==> config.mk <==
export PLATFORM = sky130hd
export DESIGN_NAME = crp_ctrl
export DESIGN_NICKNAME = d
export VERILOG_FILES = /design/src/rtl/crp_pkg.sv /design/src/rtl/crp_ctrl.sv
export SDC_FILE = /design/constraint.sdc
export NUM_CORES = 1
export LEC_CHECK = 0
export BUFFER_PORTS_ARGS = -buffer_cell sky130_fd_sc_hd__buf_2
export CAP_MARGIN = 20
export CORE_MARGIN = 2
export CORE_UTILIZATION = 40
export DETAILED_ROUTE_END_ITERATION = 6
export PLACE_DENSITY = 0.78
export SYNTH_ARGS = -nofsm -noshare
export SYNTH_HDL_FRONTEND = slang
export SYNTH_SLANG_ARGS = --single-unit
==> constraint.sdc <==
create_clock -name clk -period 1.2 [get_ports clk]
set_input_delay 0.12 -clock clk [delete_from_list [all_inputs] [get_ports clk]]
set_output_delay 0.12 -clock clk [all_outputs]
set_load 0.01 [all_outputs]
==> src/rtl/crp_pkg.sv <==
// ----------------------------------------------------------------------------
// crp_pkg
// Shared types and constants of the Catmull-Rom path follower.
// ----------------------------------------------------------------------------
package crp_pkg;

  localparam int MAX_POINTS_DEF = 16;
  localparam int MIN_POINTS     = 4;

  localparam int KIND_W     = 2;
  localparam int SEG_W      = 4;
  localparam int COORD_W    = 32;
  localparam int TIME_W     = 24;
  localparam int PCNT_W     = 5;
  localparam int CFG_IDX_W  = 1;
  localparam int CFG_DATA_W = 24;

  localparam int LANES   = 3;
  localparam int CHUNK_W = 16;
  localparam int T2_W    = 32;
  localparam int T3_W    = 40;
  localparam int COEF_W  = 36;
  localparam int PROD_W  = COEF_W + CHUNK_W + 1;
  localparam int ACC_W   = 64;

  localparam int MUL_STEPS = 7;
  localparam int MSTEP_W   = $clog2(MUL_STEPS + 1);

  localparam logic [TIME_W-1:0] MAX_TIME_RST    = 24'h010000;
  localparam logic [PCNT_W-1:0] POINT_COUNT_RST = 5'd6;
  localparam logic [SEG_W-1:0]  SEGMENT_RST     = 4'd1;

  typedef enum logic [KIND_W-1:0] {
    KIND_LOAD   = 2'd0,
    KIND_STEP   = 2'd1,
    KIND_SETPOS = 2'd2
  } kind_t;

  typedef enum logic [CFG_IDX_W-1:0] {
    REG_MAX_TIME    = 1'b0,
    REG_POINT_COUNT = 1'b1
  } cfg_reg_t;

  typedef enum logic [2:0] {
    ST_IDLE,
    ST_RD0,
    ST_RD1,
    ST_RD2,
    ST_RD3,
    ST_COEF,
    ST_MUL,
    ST_EMIT
  } state_t;

  // how a partial product lines up with the Q16 term sum
  typedef enum logic [1:0] {
    SH_FLOOR16,
    SH_NONE,
    SH_UP16
  } shift_t;

  typedef struct packed {
    logic               load;
    logic               setpos;
    logic               step;
    logic               t2_en;
    logic               t3_en;
    logic [1:0]         rd_sel;
    logic               cap_en;
    logic [1:0]         cap_sel;
    logic               coef_en;
    logic               mul_en;
    logic [MSTEP_W-1:0] mul_step;
    logic               acc_en;
    logic               emit;
  } crp_cmd_t;

endpackage

==> src/rtl/crp_ctrl.sv <==
// ----------------------------------------------------------------------------
// crp_ctrl
// Sequencer: decodes accepted words and walks the datapath through point
// reads, coefficient setup and the multiply-accumulate schedule.
// ----------------------------------------------------------------------------
module crp_ctrl import crp_pkg::*; (
  input  logic              clk,
  input  logic              rst_n,
  input  logic              start,
  input  logic [KIND_W-1:0] in_kind,
  output logic              busy,
  output logic              out_valid,
  output crp_cmd_t          cmd
);

  state_t             state_r, state_nxt;
  logic [MSTEP_W-1:0] mstep_r, mstep_nxt;
  logic               out_valid_r, out_valid_nxt;

  always_ff @(posedge clk) begin
    if (!rst_n) begin
      state_r     <= ST_IDLE;
      mstep_r     <= '0;
      out_valid_r <= 1'b0;
    end else begin
      state_r     <= state_nxt;
      mstep_r     <= mstep_nxt;
      out_valid_r <= out_valid_nxt;
    end
  end

  always_comb begin
    state_nxt     = state_r;
    mstep_nxt     = mstep_r;
    out_valid_nxt = (state_r == ST_EMIT);
    cmd           = '0;
    cmd.mul_step  = mstep_r;
    case (state_r)
      ST_IDLE: begin
        if (start) begin
          case (in_kind)
            KIND_LOAD:   cmd.load = 1'b1;
            KIND_SETPOS: cmd.setpos = 1'b1;
            KIND_STEP: begin
              cmd.step  = 1'b1;
              state_nxt = ST_RD0;
            end
            default: ;
          endcase
        end
      end
      ST_RD0: begin
        cmd.rd_sel = 2'd0;
        cmd.t2_en  = 1'b1;
        state_nxt  = ST_RD1;
      end
      ST_RD1: begin
        cmd.rd_sel  = 2'd1;
        cmd.cap_en  = 1'b1;
        cmd.cap_sel = 2'd0;
        cmd.t3_en   = 1'b1;
        state_nxt   = ST_RD2;
      end
      ST_RD2: begin
        cmd.rd_sel  = 2'd2;
        cmd.cap_en  = 1'b1;
        cmd.cap_sel = 2'd1;
        state_nxt   = ST_RD3;
      end
      ST_RD3: begin
        cmd.rd_sel  = 2'd3;
        cmd.cap_en  = 1'b1;
        cmd.cap_sel = 2'd2;
        state_nxt   = ST_COEF;
      end
      ST_COEF: begin
        cmd.coef_en = 1'b1;
        mstep_nxt   = '0;
        state_nxt   = ST_MUL;
      end
      ST_MUL: begin
        // product of step k is added in the following step
        cmd.mul_en = (mstep_r < MSTEP_W'(MUL_STEPS));
        cmd.acc_en = (mstep_r != '0);
        mstep_nxt  = mstep_r + MSTEP_W'(1);
        if (mstep_r == MSTEP_W'(MUL_STEPS)) begin
          state_nxt = ST_EMIT;
        end
      end
      ST_EMIT: begin
        cmd.emit  = 1'b1;
        state_nxt = ST_IDLE;
      end
      default: state_nxt = ST_IDLE;
    endcase
  end

  assign busy      = (state_r != ST_IDLE);
  assign out_valid = out_valid_r;

endmodule

==> metrics.yaml <==
clock-sinks: 7
design_area_sq_um: 1070
grt_pass1_wl_microns: 2700
drt-total-wl_microns: 2550
nNetsFinal: 119
power_density_nw_per_um2: 1740
syn_area_sq_um: 531
hold_class: "in2reg"
num_vias: 695
required_ps: 1080
hold_viol: 0
crit_type: "reg2out"
cts-root-buf: "clkbuf_4"
ant_nets: 0
seqCellArea_sq_um: 148
postPlaceCellArea_sq_um: 723
syn_nets: 73
grt_usage_pct: 26.6
r2r_start: "state_r[1]"
row_count: 13
rsz0062_at_grt: "yes"
combPwrFrac_pct: 70.6
path_cells: "buf_12 -> nand3b_4 -> nor3b_2 -> buf_2"
drive_above_1_share_pct: 69.8
mostFrequentLayoutCell: "buf_2"
most-common-layout-cells: "buf_2, buf_6, buf_4"
ir_drop_uv: 1120
cts_hold_buf: 0
multi_input_area_sq_um: 487
endpoint: "cmd[14]"
fin_util_pct: 84.5
drt_iter0_drc: 24
synth_ff_type: "dfxtp_1"
p_leak_nw: 0.555
violations: "setup timing"
drc: 0
cap_violations: 0
whs_ps: 183
instances_no_fill: 121
swShare_pct: 40.8
yosysWarnings: 0
r2r_cells: 7
diodes: 0
ys_ff_latch: 7
worst_slack_ps: -324
seq_area_frac_synth_pct: 26.4
seqPwrFrac_pct: 16.9
clkPwrFrac_pct: 12.5
ys_types: 28
maxSlewHeadroom_pct: 83.3
postSynthCellCount: 61
area_delta_synth_final_pct: 102
first_pass_iters: 4
fin_crit_ps: 1520
clk_pin_slew_ps: 60
gp_congestion: 0.777
die_w_microns: 40.4
dp_hpwl_microns: 1020
die_h_microns: 40.4
cp-startpoint: "state_r[2]"
fin_skew_ps: 1.61
antenna_found_initial: 0
grt_pass1_vias: 604
setup_viol_count_final: 21
vias_per_cell: 5.74
cts_buffers: 3
tightest_slew_ps: 250
io_buffers: 23
clkLatencyLatePin_ps: 270
synth_enable_flop_cells: 0
core_sq_um: 1270
power_mw: 1.86
clock.fmax_mhz: 656
synth.avg_cell_area_sq_um: 8.70
wl_per_cell_microns: 21.1
slowest_stage: "dfxtp_2"
dp.cells: 105
grt_max_degree: 11
end_kind: "primary output"
slew_viol_final: 0
grt-ovfl-total: 0
ff2ff_setup_slack_ps: -190
async_reset_ff_share_pct: 0
cts_tree: "done"
cts_buffer_depth: 2
r2r-end: "state_r[0]"
timing.final.crit_share_pct: 127
initial_core_util_pct: 41.8
cp_slowest_stage_delay_ps: 390
die_area_sq_um: 1630
cp_data_arrival_time_ps: 1400
htree_levels: 1
switching_power_mw: 0.760
run_status: "complete, but fails checks"
p_int_mw: 1.10
io_pins: 24
critPathMaxFanout: 10
worst_setup_path_start_kind: "flip-flop"
fillerInstances: 56
## cells in the mapped netlist, types with 2 or more instances
master	number	share of area, %
a32oi_1	2	3.3
inv_1	8	5.7
ha_1	7	17
o21ai_0	2	1.9
dfxtp_1	7	26
mux2i_1	2	3.8
nand2_1	7	5.0
nor3b_1	2	2.8
and2_1	2	2.4
a21oi_1	2	1.9
nor2b_1	3	3.5
## layer usage
layer	part of all wire [%]	global-route usage (%)	wire (microns)	vias to the layer above
met4	4.7	21.7	119	0
li1	-	-	-	300
met2	51	45.2	1310	45
met3	7.1	11.7	182	12
met5	0	0	0	-
met1	37	23.9	941	338
## registers in the layout, summed over array words and instances, names as in the netlist
register and flops:
mstep_r 3, out_valid 1, state_r 3
## metrics by stage
stage                     setup TNS [ps]  setup WS [ps]
after global routing               -4610           -320
after detailed placement            -533          -85.1
after floorplan                    -6.13          -6.13
final                              -3990           -324
after global placement              -173          -42.0
after CTS                          -3050           -226
## power by group through the flow
stage / Combinational [mW] / Sequential (mW) / Clock (mW)
6_report: 1.31 / 0.314 / 0.234
5_1_grt: 1.36 / 0.317 / 0.247
4_1_cts: 0.967 / 0.308 / 0.239
3_5_place_dp: 0.575 / 0.285 / 0
3_3_place_gp: 0.557 / 0.282 / 0
2_1_floorplan: 0.344 / 0.284 / 0
## critical path, delay by kind of cell, from the launching register on
| family | cells | cell delay (ps) |
|---|---|---|
| simple gates | 2 | 390 |
| buf+inv | 2 | 360 |
| flops | 1 | 390 |
## how the worst min path moves through the flow
stage | cells past startpoint | start | to | slack [ps]
after global placement | 3 | rst_n | state_r[2] | 450
after global routing | 2 | rst_n | mstep_r[0] | 200
after floorplan | 1 | rst_n | mstep_r[1] | 250
final | 2 | rst_n | mstep_r[0] | 180
after detailed placement | 2 | rst_n | mstep_r[0] | 440
after CTS | 2 | rst_n | mstep_r[0] | 140
## kinds of logic (layout without fill, tap and decap cells)
| group | count (synthesis) | count (layout) | share of synthesized area [%] |
|---|---|---|---|
| compound gates | 12 | 12 | 16.5 |
| fa+ha+maj | 7 | 7 | 16.5 |
| buf+inv | 10 | 55 | 9.20 |
| flops | 7 | 7 | 26.4 |
| mux | 2 | 2 | 3.77 |
| simple gates | 23 | 23 | 27.6 |
## what timing repair did
action / 4_1_cts / 5_1_grt
setup endpoints to repair: 21 / 21
gates resized for setup: 29 / 22
setup buffers: 9 / 4
pin swaps: 7 / 4
## cell type report
type	instances	share of cell area [%]
inverter	8	3.27
clock buffer	3	2.10
tap	15	1.75
sequential	7	13.8
clock inverter	1	0.467
multi-input combinational	44	45.4
timing repair buffer	43	33.3
No activity file was read; power rests on OpenSTA's default activity.
